### src/rtl/core/lcdnw_pkg.sv
// Shared types, constants and tables for the character LCD nibble write sequencer
`timescale 1ns / 1ps

package lcdnw_pkg;

   localparam int WAIT_WIDTH  = 14;
   localparam int LOAD_WIDTH  = 14;
   localparam int SAT_WIDTH   = (WAIT_WIDTH > LOAD_WIDTH) ? WAIT_WIDTH : LOAD_WIDTH;
   localparam int QUEUE_DEPTH = 4;
   localparam int QPTR_WIDTH  = $clog2(QUEUE_DEPTH);

   localparam logic [2:0] MODE_TICK   = 3'd0;
   localparam logic [2:0] MODE_CMD    = 3'd1;
   localparam logic [2:0] MODE_DATA   = 3'd2;
   localparam logic [2:0] MODE_INIT   = 3'd3;
   localparam logic [2:0] MODE_CURSOR = 3'd4;

   localparam logic [1:0] CSR_STROBE = 2'd0;
   localparam logic [1:0] CSR_LEAD   = 2'd1;
   localparam logic [1:0] CSR_POWER  = 2'd2;

   localparam logic [7:0] ROW1_BASE = 8'hC0;
   localparam logic [7:0] ROW0_BASE = 8'h80;
   localparam logic [3:0] INIT_LAST = 4'd9;

   localparam logic [7:0]  STROBE_RESET = 8'd5;
   localparam logic [9:0]  LEAD_RESET   = 10'd100;
   localparam logic [13:0] POWER_RESET  = 14'd15000;

   typedef enum logic [1:0] {
      OP_TICK = 2'd0,
      OP_CMD  = 2'd1,
      OP_DATA = 2'd2,
      OP_INIT = 2'd3
   } lcdnw_op_type;

   typedef enum logic [7:0] {
      PH_IDLE    = 8'b0000_0001,
      PH_LEAD    = 8'b0000_0010,
      PH_HI_RISE = 8'b0000_0100,
      PH_HI_FALL = 8'b0000_1000,
      PH_LO_RISE = 8'b0001_0000,
      PH_LO_FALL = 8'b0010_0000,
      PH_GAP     = 8'b0100_0000,
      PH_POWER   = 8'b1000_0000
   } lcdnw_phase_type;

   typedef struct packed {
      logic [2:0] mode;
      logic [7:0] byte_value;
      logic       row;
      logic [5:0] column;
   } lcdnw_req_type;

   typedef struct packed {
      logic [3:0] bus_nibble;
      logic       register_select;
      logic       enable_line;
      logic       bus_driven;
      logic       busy_res;
      logic       rejected;
   } lcdnw_rsp_type;

   typedef struct packed {
      lcdnw_op_type op;
      logic [7:0]   byte_value;
   } lcdnw_job_type;

   typedef struct packed {
      logic [3:0] nib;
      logic       rs;
      logic       en;
      logic       drv;
   } lcdnw_pins_type;

   function automatic logic [7:0] lcdnw_visible(input logic busy, input lcdnw_pins_type p);
      lcdnw_visible = {busy, p.drv, p.en, p.rs, (p.drv ? p.nib : 4'd0)};
   endfunction

   function automatic logic [WAIT_WIDTH-1:0] lcdnw_sat_wait(input logic [LOAD_WIDTH-1:0] v);
      logic [SAT_WIDTH-1:0] ext;
      logic [SAT_WIDTH-1:0] lim;
      ext = SAT_WIDTH'(v);
      lim = SAT_WIDTH'({WAIT_WIDTH{1'b1}});
      if (ext > lim) begin
         lcdnw_sat_wait = {WAIT_WIDTH{1'b1}};
      end else begin
         lcdnw_sat_wait = WAIT_WIDTH'(ext);
      end
   endfunction

   function automatic logic [7:0] lcdnw_init_cmd(input logic [3:0] pos);
      unique case (pos)
         4'd0:    lcdnw_init_cmd = 8'h30;
         4'd1:    lcdnw_init_cmd = 8'h30;
         4'd2:    lcdnw_init_cmd = 8'h32;
         4'd3:    lcdnw_init_cmd = 8'h28;
         4'd4:    lcdnw_init_cmd = 8'h08;
         4'd5:    lcdnw_init_cmd = 8'h0F;
         4'd6:    lcdnw_init_cmd = 8'h01;
         4'd7:    lcdnw_init_cmd = 8'h04;
         4'd8:    lcdnw_init_cmd = 8'h06;
         4'd9:    lcdnw_init_cmd = 8'h0C;
         default: lcdnw_init_cmd = 8'h00;
      endcase
   endfunction

   function automatic logic [LOAD_WIDTH-1:0] lcdnw_init_gap(input logic [3:0] pos);
      unique case (pos)
         4'd0:    lcdnw_init_gap = LOAD_WIDTH'(5000);
         4'd1:    lcdnw_init_gap = LOAD_WIDTH'(100);
         4'd2:    lcdnw_init_gap = LOAD_WIDTH'(200);
         4'd3:    lcdnw_init_gap = LOAD_WIDTH'(100);
         4'd4:    lcdnw_init_gap = LOAD_WIDTH'(100);
         4'd5:    lcdnw_init_gap = LOAD_WIDTH'(100);
         4'd6:    lcdnw_init_gap = LOAD_WIDTH'(100);
         4'd7:    lcdnw_init_gap = LOAD_WIDTH'(200);
         default: lcdnw_init_gap = '0;
      endcase
   endfunction

endpackage

### src/rtl/core/lcdnw_front.sv
// Front end: accepts items, drops unknown modes, classifies into jobs
`timescale 1ns / 1ps

module lcdnw_front (
   input  logic                    req_valid,
   input  lcdnw_pkg::lcdnw_req_type req_data,
   output logic                    req_stall,
   input  logic                    q_full,
   output logic                    push_valid,
   output lcdnw_pkg::lcdnw_job_type push_data
);

   logic known;

   always_comb begin
      known = 1'b1;
      push_data.op = lcdnw_pkg::OP_TICK;
      push_data.byte_value = req_data.byte_value;
      unique case (req_data.mode)
         lcdnw_pkg::MODE_TICK: begin
            push_data.op = lcdnw_pkg::OP_TICK;
         end
         lcdnw_pkg::MODE_CMD: begin
            push_data.op = lcdnw_pkg::OP_CMD;
         end
         lcdnw_pkg::MODE_DATA: begin
            push_data.op = lcdnw_pkg::OP_DATA;
         end
         lcdnw_pkg::MODE_INIT: begin
            push_data.op = lcdnw_pkg::OP_INIT;
         end
         lcdnw_pkg::MODE_CURSOR: begin
            push_data.op = lcdnw_pkg::OP_CMD;
            push_data.byte_value = (req_data.row ? lcdnw_pkg::ROW1_BASE : lcdnw_pkg::ROW0_BASE)
                                   + {2'b00, req_data.column};
         end
         default: begin
            known = 1'b0;
         end
      endcase
   end

   assign req_stall  = q_full;
   assign push_valid = req_valid && known;

endmodule

### src/rtl/core/lcdnw_queue.sv
// Job queue between front end and sequencer
`timescale 1ns / 1ps

module lcdnw_queue (
   input  logic                     clock,
   input  logic                     reset,
   input  logic                     push_valid,
   input  lcdnw_pkg::lcdnw_job_type push_data,
   output logic                     full,
   input  logic                     pop,
   output lcdnw_pkg::lcdnw_job_type pop_data,
   output logic                     empty
);

   lcdnw_pkg::lcdnw_job_type             mem_ff [lcdnw_pkg::QUEUE_DEPTH];
   logic [lcdnw_pkg::QPTR_WIDTH-1:0]     wr_ptr_ff, wr_ptr_in;
   logic [lcdnw_pkg::QPTR_WIDTH-1:0]     rd_ptr_ff, rd_ptr_in;
   logic [lcdnw_pkg::QPTR_WIDTH:0]       count_ff, count_in;
   logic                                 do_push, do_pop;

   assign full     = (count_ff == (lcdnw_pkg::QPTR_WIDTH+1)'(lcdnw_pkg::QUEUE_DEPTH));
   assign empty    = (count_ff == '0);
   assign do_push  = push_valid && !full;
   assign do_pop   = pop && !empty;
   assign pop_data = mem_ff[rd_ptr_ff];

   always_comb begin
      wr_ptr_in = do_push ? wr_ptr_ff + 1'b1 : wr_ptr_ff;
      rd_ptr_in = do_pop ? rd_ptr_ff + 1'b1 : rd_ptr_ff;
      count_in  = count_ff;
      if (do_push && !do_pop) begin
         count_in = count_ff + 1'b1;
      end else if (do_pop && !do_push) begin
         count_in = count_ff - 1'b1;
      end
   end

   always_ff @(posedge clock) begin
      if (reset) begin
         wr_ptr_ff <= '0;
         rd_ptr_ff <= '0;
         count_ff  <= '0;
      end else begin
         wr_ptr_ff <= wr_ptr_in;
         rd_ptr_ff <= rd_ptr_in;
         count_ff  <= count_in;
      end
   end

   always_ff @(posedge clock) begin
      if (do_push) begin
         mem_ff[wr_ptr_ff] <= push_data;
      end
   end

endmodule

### src/rtl/core/lcdnw_back.sv
// Sequencer: runs jobs, steps the pin timing, registers results
`timescale 1ns / 1ps

module lcdnw_back (
   input  logic                     clock,
   input  logic                     reset,
   input  logic                     csr_we,
   input  logic [1:0]               csr_index,
   input  logic [13:0]              csr_wdata,
   input  logic                     q_empty,
   input  lcdnw_pkg::lcdnw_job_type q_data,
   output logic                     q_pop,
   output logic                     rsp_valid,
   output lcdnw_pkg::lcdnw_rsp_type rsp_data,
   input  logic                     rsp_stall
);

   logic [7:0]                          strobe_ff;
   logic [9:0]                          lead_ff;
   logic [13:0]                         power_ff;

   logic                                busy_ff, busy_in;
   lcdnw_pkg::lcdnw_phase_type          phase_ff, phase_in;
   logic [lcdnw_pkg::WAIT_WIDTH-1:0]    wait_ff, wait_in;
   logic [7:0]                          held_byte_ff, held_byte_in;
   logic                                held_sel_ff, held_sel_in;
   logic [3:0]                          init_pos_ff, init_pos_in;
   logic                                in_init_ff, in_init_in;
   lcdnw_pkg::lcdnw_pins_type           pins_ff, pins_in;
   logic [7:0]                          before_ff, before_in;
   logic                                rsp_valid_ff, rsp_valid_in;
   lcdnw_pkg::lcdnw_rsp_type            rsp_data_ff, rsp_data_in;

   logic                                chain, out_free, work;
   logic                                do_drive, drv_sel, do_finish, rej, emit;
   logic [7:0]                          drv_byte, prior, after;

   assign chain    = busy_ff && (wait_ff == '0);
   assign out_free = !rsp_valid_ff || !rsp_stall;
   assign work     = out_free && (chain || !q_empty);
   assign q_pop    = out_free && !chain && !q_empty;

   always_comb begin
      busy_in      = busy_ff;
      phase_in     = phase_ff;
      wait_in      = wait_ff;
      held_byte_in = held_byte_ff;
      held_sel_in  = held_sel_ff;
      init_pos_in  = init_pos_ff;
      in_init_in   = in_init_ff;
      pins_in      = pins_ff;
      do_drive     = 1'b0;
      do_finish    = 1'b0;
      drv_byte     = held_byte_ff;
      drv_sel      = held_sel_ff;
      rej          = 1'b0;
      prior        = chain ? before_ff : lcdnw_pkg::lcdnw_visible(busy_ff, pins_ff);

      if (work) begin
         if (chain) begin
            unique case (phase_ff)
               lcdnw_pkg::PH_LEAD: begin
                  do_drive = 1'b1;
               end
               lcdnw_pkg::PH_HI_RISE: begin
                  pins_in.en = 1'b1;
                  wait_in    = lcdnw_pkg::lcdnw_sat_wait(
                                  lcdnw_pkg::LOAD_WIDTH'(strobe_ff));
                  phase_in   = lcdnw_pkg::PH_HI_FALL;
               end
               lcdnw_pkg::PH_LO_RISE: begin
                  pins_in.en = 1'b1;
                  wait_in    = lcdnw_pkg::lcdnw_sat_wait(
                                  lcdnw_pkg::LOAD_WIDTH'(strobe_ff));
                  phase_in   = lcdnw_pkg::PH_LO_FALL;
               end
               lcdnw_pkg::PH_HI_FALL: begin
                  pins_in.en  = 1'b0;
                  pins_in.nib = held_byte_ff[3:0];
                  wait_in     = lcdnw_pkg::lcdnw_sat_wait(
                                   lcdnw_pkg::LOAD_WIDTH'(strobe_ff));
                  phase_in    = lcdnw_pkg::PH_LO_RISE;
               end
               lcdnw_pkg::PH_LO_FALL: begin
                  pins_in.en  = 1'b0;
                  pins_in.drv = 1'b0;
                  if (in_init_ff && (init_pos_ff < lcdnw_pkg::INIT_LAST)) begin
                     wait_in     = lcdnw_pkg::lcdnw_sat_wait(
                                      lcdnw_pkg::lcdnw_init_gap(init_pos_ff));
                     init_pos_in = init_pos_ff + 4'd1;
                     phase_in    = lcdnw_pkg::PH_GAP;
                  end else begin
                     do_finish = 1'b1;
                  end
               end
               lcdnw_pkg::PH_GAP: begin
                  do_drive = 1'b1;
                  drv_byte = lcdnw_pkg::lcdnw_init_cmd(init_pos_ff);
                  drv_sel  = 1'b0;
               end
               lcdnw_pkg::PH_POWER: begin
                  init_pos_in = 4'd0;
                  do_drive    = 1'b1;
                  drv_byte    = lcdnw_pkg::lcdnw_init_cmd(4'd0);
                  drv_sel     = 1'b0;
               end
               default: begin
                  do_finish = 1'b1;
               end
            endcase
         end else if (q_data.op == lcdnw_pkg::OP_TICK) begin
            if (busy_ff && (wait_ff != '0)) begin
               wait_in = wait_ff - 1'b1;
            end
         end else if (busy_ff) begin
            rej = 1'b1;
         end else begin
            busy_in    = 1'b1;
            in_init_in = 1'b0;
            unique case (q_data.op)
               lcdnw_pkg::OP_DATA: begin
                  held_byte_in = q_data.byte_value;
                  held_sel_in  = 1'b1;
                  wait_in      = lcdnw_pkg::lcdnw_sat_wait(
                                    lcdnw_pkg::LOAD_WIDTH'(lead_ff));
                  phase_in     = lcdnw_pkg::PH_LEAD;
               end
               lcdnw_pkg::OP_INIT: begin
                  in_init_in  = 1'b1;
                  init_pos_in = 4'd0;
                  pins_in     = '{nib: 4'd0, rs: 1'b0, en: 1'b0, drv: 1'b1};
                  wait_in     = lcdnw_pkg::lcdnw_sat_wait(
                                   lcdnw_pkg::LOAD_WIDTH'(power_ff));
                  phase_in    = lcdnw_pkg::PH_POWER;
               end
               default: begin
                  do_drive = 1'b1;
                  drv_byte = q_data.byte_value;
                  drv_sel  = 1'b0;
               end
            endcase
         end
      end

      if (do_drive) begin
         held_byte_in = drv_byte;
         held_sel_in  = drv_sel;
         pins_in      = '{nib: drv_byte[7:4], rs: drv_sel, en: 1'b0, drv: 1'b1};
         wait_in      = lcdnw_pkg::lcdnw_sat_wait(lcdnw_pkg::LOAD_WIDTH'(strobe_ff));
         phase_in     = lcdnw_pkg::PH_HI_RISE;
      end
      if (do_finish) begin
         busy_in    = 1'b0;
         in_init_in = 1'b0;
         phase_in   = lcdnw_pkg::PH_IDLE;
         wait_in    = '0;
      end

      after     = lcdnw_pkg::lcdnw_visible(busy_in, pins_in);
      before_in = q_pop ? prior : before_ff;
      emit      = work && !(busy_in && (wait_in == '0)) && (rej || (after != prior));

      rsp_valid_in = rsp_valid_ff && rsp_stall;
      rsp_data_in  = rsp_data_ff;
      if (emit) begin
         rsp_valid_in = 1'b1;
         rsp_data_in  = '{bus_nibble: after[3:0], register_select: after[4],
                          enable_line: after[5], bus_driven: after[6],
                          busy_res: after[7], rejected: rej};
      end
   end

   always_ff @(posedge clock) begin
      if (reset) begin
         strobe_ff <= lcdnw_pkg::STROBE_RESET;
         lead_ff   <= lcdnw_pkg::LEAD_RESET;
         power_ff  <= lcdnw_pkg::POWER_RESET;
      end else if (csr_we) begin
         unique case (csr_index)
            lcdnw_pkg::CSR_STROBE: strobe_ff <= csr_wdata[7:0];
            lcdnw_pkg::CSR_LEAD:   lead_ff   <= csr_wdata[9:0];
            lcdnw_pkg::CSR_POWER:  power_ff  <= csr_wdata;
            default: begin
            end
         endcase
      end
   end

   always_ff @(posedge clock) begin
      if (reset) begin
         busy_ff      <= 1'b0;
         phase_ff     <= lcdnw_pkg::PH_IDLE;
         wait_ff      <= '0;
         held_byte_ff <= 8'd0;
         held_sel_ff  <= 1'b0;
         init_pos_ff  <= 4'd0;
         in_init_ff   <= 1'b0;
         pins_ff      <= '0;
         rsp_valid_ff <= 1'b0;
      end else begin
         busy_ff      <= busy_in;
         phase_ff     <= phase_in;
         wait_ff      <= wait_in;
         held_byte_ff <= held_byte_in;
         held_sel_ff  <= held_sel_in;
         init_pos_ff  <= init_pos_in;
         in_init_ff   <= in_init_in;
         pins_ff      <= pins_in;
         rsp_valid_ff <= rsp_valid_in;
      end
   end

   always_ff @(posedge clock) begin
      before_ff   <= before_in;
      rsp_data_ff <= rsp_data_in;
   end

   assign rsp_valid = rsp_valid_ff;
   assign rsp_data  = rsp_data_ff;

endmodule

### src/rtl/core/char_lcd_nibble_write_sequencer.sv
// Top level of the character LCD 4-bit nibble write sequencer
//
//   port group | direction | handshake           | payload
//   req_       | in        | req_valid/req_stall | lcdnw_req_type (mode, byte, row, column)
//   rsp_       | out       | rsp_valid/rsp_stall | lcdnw_rsp_type (pin levels, busy, rejected)
//   csr_       | in        | csr_we              | csr_index, csr_wdata
//
// An item enters the four-entry job queue every cycle while the queue has room.
// The sequencer takes one queued item per cycle while its output is free; a timing
// step whose wait has run out goes first. The result lands in a registered output.
// Reset empties the queue, drives all lines low with the bus released and loads
// default timings. A stalled result holds the sequencer; the queue keeps filling.
`timescale 1ns / 1ps

module char_lcd_nibble_write_sequencer (
   input  logic                     clock,
   input  logic                     reset,
   input  logic                     req_valid,
   input  lcdnw_pkg::lcdnw_req_type req_data,
   output logic                     req_stall,
   output logic                     rsp_valid,
   output lcdnw_pkg::lcdnw_rsp_type rsp_data,
   input  logic                     rsp_stall,
   input  logic                     csr_we,
   input  logic [1:0]               csr_index,
   input  logic [13:0]              csr_wdata
);

   logic                     q_full, q_empty, q_pop, push_valid;
   lcdnw_pkg::lcdnw_job_type push_data, pop_data;

   lcdnw_front u_front (
      .req_valid  (req_valid),
      .req_data   (req_data),
      .req_stall  (req_stall),
      .q_full     (q_full),
      .push_valid (push_valid),
      .push_data  (push_data)
   );

   lcdnw_queue u_queue (
      .clock      (clock),
      .reset      (reset),
      .push_valid (push_valid),
      .push_data  (push_data),
      .full       (q_full),
      .pop        (q_pop),
      .pop_data   (pop_data),
      .empty      (q_empty)
   );

   lcdnw_back u_back (
      .clock     (clock),
      .reset     (reset),
      .csr_we    (csr_we),
      .csr_index (csr_index),
      .csr_wdata (csr_wdata),
      .q_empty   (q_empty),
      .q_data    (pop_data),
      .q_pop     (q_pop),
      .rsp_valid (rsp_valid),
      .rsp_data  (rsp_data),
      .rsp_stall (rsp_stall)
   );

endmodule
### config.mk
export PLATFORM = sky130hd
export DESIGN_NAME = char_lcd_nibble_write_sequencer
export DESIGN_NICKNAME = d
export VERILOG_FILES = /design/src/rtl/core/lcdnw_pkg.sv /design/src/rtl/core/lcdnw_front.sv /design/src/rtl/core/lcdnw_queue.sv /design/src/rtl/core/lcdnw_back.sv /design/src/rtl/core/char_lcd_nibble_write_sequencer.sv
export SDC_FILE = /design/constraint.sdc
export NUM_CORES = 1
export LEC_CHECK = 0
export ABC_AREA = 1
export BUFFER_PORTS_ARGS = -buffer_cell sky130_fd_sc_hd__buf_4
export CAP_MARGIN = 5
export CELL_PAD_IN_SITES_DETAIL_PLACEMENT = 1
export CELL_PAD_IN_SITES_GLOBAL_PLACEMENT = 2
export CORE_MARGIN = 3
export CORE_UTILIZATION = 32
export CTS_CLUSTER_SIZE = 16
export DETAILED_ROUTE_END_ITERATION = 8
export PLACE_DENSITY = 0.74
export SLEW_MARGIN = 5
export SYNTH_ARGS = -nofsm -noshare
export SYNTH_HDL_FRONTEND = slang
export SYNTH_SLANG_ARGS = --single-unit
### constraint.sdc
create_clock -name clock -period 2.3 [get_ports clock]
set_input_delay 0.345 -clock clock [delete_from_list [all_inputs] [get_ports clock]]
set_output_delay 0.345 -clock clock [all_outputs]
set_load 0.01 [all_outputs]
==> impl_metrics.env <==
export IMPL_worst_pin_slew_ps=551
export IMPL_hold_viol=0
export IMPL_port_buffers=49
export IMPL_antenna_found_initial=0
export IMPL_ios=50
export IMPL_critPathLaunchType="register"
export IMPL_detail_route_antenna_nets=0
export IMPL_p_int_mw=9.80
export IMPL_setup_viol=24
export IMPL_final_nets=1443
export IMPL_yosysMostFrequentCell="nand2_1"
export IMPL_swShare_pct=44.0
export IMPL_violations="negative setup slack"
export IMPL_rrSetupSlack_ps=-410
export IMPL_criticalPathCategory="register to register"
export IMPL_final_layout_size_suffix_gt1_share_pct=31.0
export IMPL_synthMuxAreaShare_pct=0.956
export IMPL_multi_input_area_mm2=0.00422
export IMPL_async_reset_ff_share_pct=0
export IMPL_p_sw_mw=7.70
export IMPL_end_kind="register"
export IMPL_place_inst=1666
export IMPL_grt_pass1_wl_um=47900
export IMPL_synthAdderAreaFrac_pct=2.37
export IMPL_ys_top_cells_by_area="dfxtp_1, edfxtp_1, nand2_1, nor2_1, inv_1"
export IMPL_seqPwrFrac_pct=22.2
export IMPL_rows=58
export IMPL_wl_per_cell_um=17.4
export IMPL_top_layer="met4"
export IMPL_cts_tree="built"
export IMPL_gp_congestion=0.867
export IMPL_r2r_start="u_back.wait_ff[1]$_SDFF_PP0_"
export IMPL_met3_length_um=720
export IMPL_ys_flop_type="dfxtp_1"
export IMPL_synth_top_cell_by_area="dfxtp_1"
export IMPL_register_area_mm2=0.00364
export IMPL_syn_avg_cell_area_um2=7.28
export IMPL_clock_sinks=153
export IMPL_slew_viol_final=0
export IMPL_crit_arrival_ps=2920
export IMPL_grt_pass1_vias=8909
export IMPL_rr_endpoint="u_back.rsp_data[2]$_DFFE_PP_"
export IMPL_fin_hold_ws_ps=107
export IMPL_synth_top_area_share_pct=23.3
export IMPL_ys_types=47
export IMPL_slew_headroom_pct=63.3
export IMPL_startpoint="u_back.wait_ff[1]$_SDFF_PP0_"
export IMPL_min_path_type="input pin to register"
export IMPL_endpoint="u_back.rsp_data[2]$_DFFE_PP_"
export IMPL_cap_violations=0
export IMPL_cp_max_fo=9
export IMPL_layout_cells_non_filler=1732
export IMPL_clk_pin_slew_ps=80
export IMPL_insertion_delay_ps=440
export IMPL_route_met2_wl_um=15300
export IMPL_first_pass_iters=5
export IMPL_r2r_cells=17
export IMPL_synth_seq_cells=153
export IMPL_synth_edf_count=57
export IMPL_worst_slack_ps=-408
export IMPL_period_minus_slack_ps=2710
export IMPL_antennaDiodeCount=0
export IMPL_syn_to_final_growth_pct=41.0
export IMPL_grt_overflow=0
export IMPL_synth_common_cells="nand2_1, nor2_1, inv_1"
export IMPL_cts_buffers=17
export IMPL_synthSimpleGateAreaFrac_pct=31.7
export IMPL_wl_um=30100
export IMPL_wl_met1_um=13600
export IMPL_cellPowerDensity_mw_per_mm2=1500
export IMPL_run_status="finished, violations left"
export IMPL_fill_cells=3136
export IMPL_dp_hpwl_um=22300
export IMPL_clock_fmax_ghz=0.369
export IMPL_finalSetupTns_ps=-5220
export IMPL_fin_skew_ps=17.2
export IMPL_grt_setup_unrepaired="true"
export IMPL_p_leak_nw=5.45
export IMPL_pre_cts_slack_ps=-433
export IMPL_worstHoldStart="csr_wdata[13]"
export IMPL_ctsRootBufferMaster="clkbuf_16"
export IMPL_synth_compound_area_share_pct=11.8
export IMPL_p_comb_share_pct=61.4
export IMPL_post_route_period_util_pct=118
export IMPL_grt_total_usage_pct=21.6
export IMPL_netlist_area_mm2=0.00825
export IMPL_required_ps=2510
export IMPL_drc=0
export IMPL_cts_htree_levels=4
export IMPL_initial_core_util_pct=32.7
export IMPL_synth_top_family_by_area="simple AND/OR/NAND/NOR gates"
export IMPL_clk_path_buf_depth=2
export IMPL_die_area_mm2=0.0277
export IMPL_core_mm2=0.0253
export IMPL_drtIter0Drc=366
export IMPL_die_w_um=167
export IMPL_cts_hold_buffers=0
export IMPL_synth_nets=1187
export IMPL_grt_max_degree=49
export IMPL_yosys_area_share_xor_xnor_pct=0.319
export IMPL_seq_area_frac_synth_pct=44.0
export IMPL_via_count=8480
export IMPL_pwr_share_clk_pct=16.4
export IMPL_vias_per_cell=4.90
export IMPL_yosys_warnings=0
export IMPL_peakVddDrop_v=0.000583
export IMPL_synthCells=1133
export IMPL_die_h_um=167
## power by group through the flow
stage                     registers (mW)  logic, mW  clock network (mW)
final                               3.88       10.7                2.87
after global routing                3.96       11.8                3.04
after CTS                           3.87       10.2                2.93
after detailed placement            3.89       9.26                   0
after global placement              3.87       9.14                   0
after floorplan                     3.87       4.89                   0
## cells by family after synthesis
logic type / count (synthesis)
flip-flops: 153
multiplexers: 7
XOR/XNOR: 3
AND/OR/NAND/NOR: 611
adder cells (fa/ha/maj): 15
buffers and inverters: 172
AO/OA/AOI/OAI: 172
## placed cells by master, fill, tap and decap left out, types with 5 or more instances in the layout
cell | Yosys | final
nand2_1 | 324 | 301
buf_4 | 5 | 247
nor2_1 | 146 | 131
inv_1 | 123 | 115
dfxtp_1 | 96 | 91
nand3_1 | 85 | 78
o21ai_0 | 72 | 60
edfxtp_1 | 57 | 57
a21oi_1 | 52 | 49
nand2_2 | 12 | 26
clkbuf_16 | 0 | 17
nor2_2 | 8 | 16
o21ai_1 | 6 | 14
o211ai_1 | 13 | 13
inv_2 | 8 | 12
buf_6 | 5 | 12
nand3_2 | 7 | 11
ha_1 | 14 | 11
nor2_4 | 3 | 10
buf_12 | 0 | 10
nand2_4 | 0 | 9
nand4_1 | 8 | 8
a31oi_1 | 9 | 8
mux2_2 | 7 | 7
nor3_1 | 6 | 6
nand3_4 | 2 | 5
inv_6 | 0 | 5
o22ai_1 | 5 | 5
inv_8 | 0 | 5
## through the flow
stage | area (µm²) | util [%] | total power [mW]
floorplan | 8260 | - | 8.76
global placement | 10400 | 41.0 | 13.0
detailed placement | 10400 | 41.0 | 13.2
CTS | 11400 | 45.0 | 17.0
global route | 11600 | 46.0 | 18.8
finish | 11600 | 46.0 | 17.5
## registers in the layout, indices dropped and copies added, names as in the netlist, 2 cells and up, named ones only
register and count:
u_queue.mem_ff 40, u_back.strobe_ff 8, u_back.wait_ff 14, u_back.phase_ff 8
u_back.held_byte_ff 8, u_queue.rd_ptr_ff 2, u_back.pins_ff 7, u_back.power_ff 14
u_back.rsp_data 9, u_back.init_pos_ff 4, u_queue.count_ff 3, u_back.lead_ff 10
u_queue.wr_ptr_ff 2, u_back.before_ff 8
## metal layers
metal / GRT usage (%) / vias up
met5: 0 / -
met4: 5.85 / 0
met3: 3.01 / 25
met2: 38.4 / 102
met1: 27.6 / 4173
li1: - / 4180
## what timing repair did
action                                  CTS  global route
gates cloned                              0             1
resized for setup                        82            52
endpoints found under the hold margin     0             0
endpoints found under the setup margin   32            37
pin swaps                                10            20
buffers inserted                         21            12
## worst min path at each step
| stage | to | slack [ps] | cells past startpoint |
|---|---|---|---|
| after detailed placement | u_back.power_ff[5]$_SDFFE_PP0P_ | 460 | 2 |
| after global routing | u_back.power_ff[13]$_SDFFE_PP1P_ | 110 | 3 |
| final | u_back.power_ff[13]$_SDFFE_PP1P_ | 110 | 3 |
| after global placement | u_queue.rd_ptr_ff[1]$_SDFFE_PP0P_ | 450 | 2 |
| after CTS | u_back.power_ff[13]$_SDFFE_PP1P_ | 90 | 3 |
| after floorplan | u_back.lead_ff[5]$_SDFFE_PP1P_ | 420 | 2 |
## layout make-up
class	count	area share, %
inverter	136	4.58
timing repair buffer	272	19.2
tap	330	3.55
clock buffer	17	3.66
sequential	153	31.3
multi-input combinational	808	36.2
clock inverter	15	1.37
timing repair inverter	1	0.0538
## worst max-delay path: stages (launching register included)
cell     delay (ps)
dfxtp_2         330
inv_2            80
ha_4            150
nand2_4          50
nor2_4          120
buf_4           130
nand3_4         150
buf_4           240
o21ai_1         270
inv_1            80
nand2_1          70
nand2_1          60
nor2_1          130
nand3_2          90
nor2_2          110
nand4_1         160
nand3_4         190
inv_4            70
(Power assumes the default switching activity.)
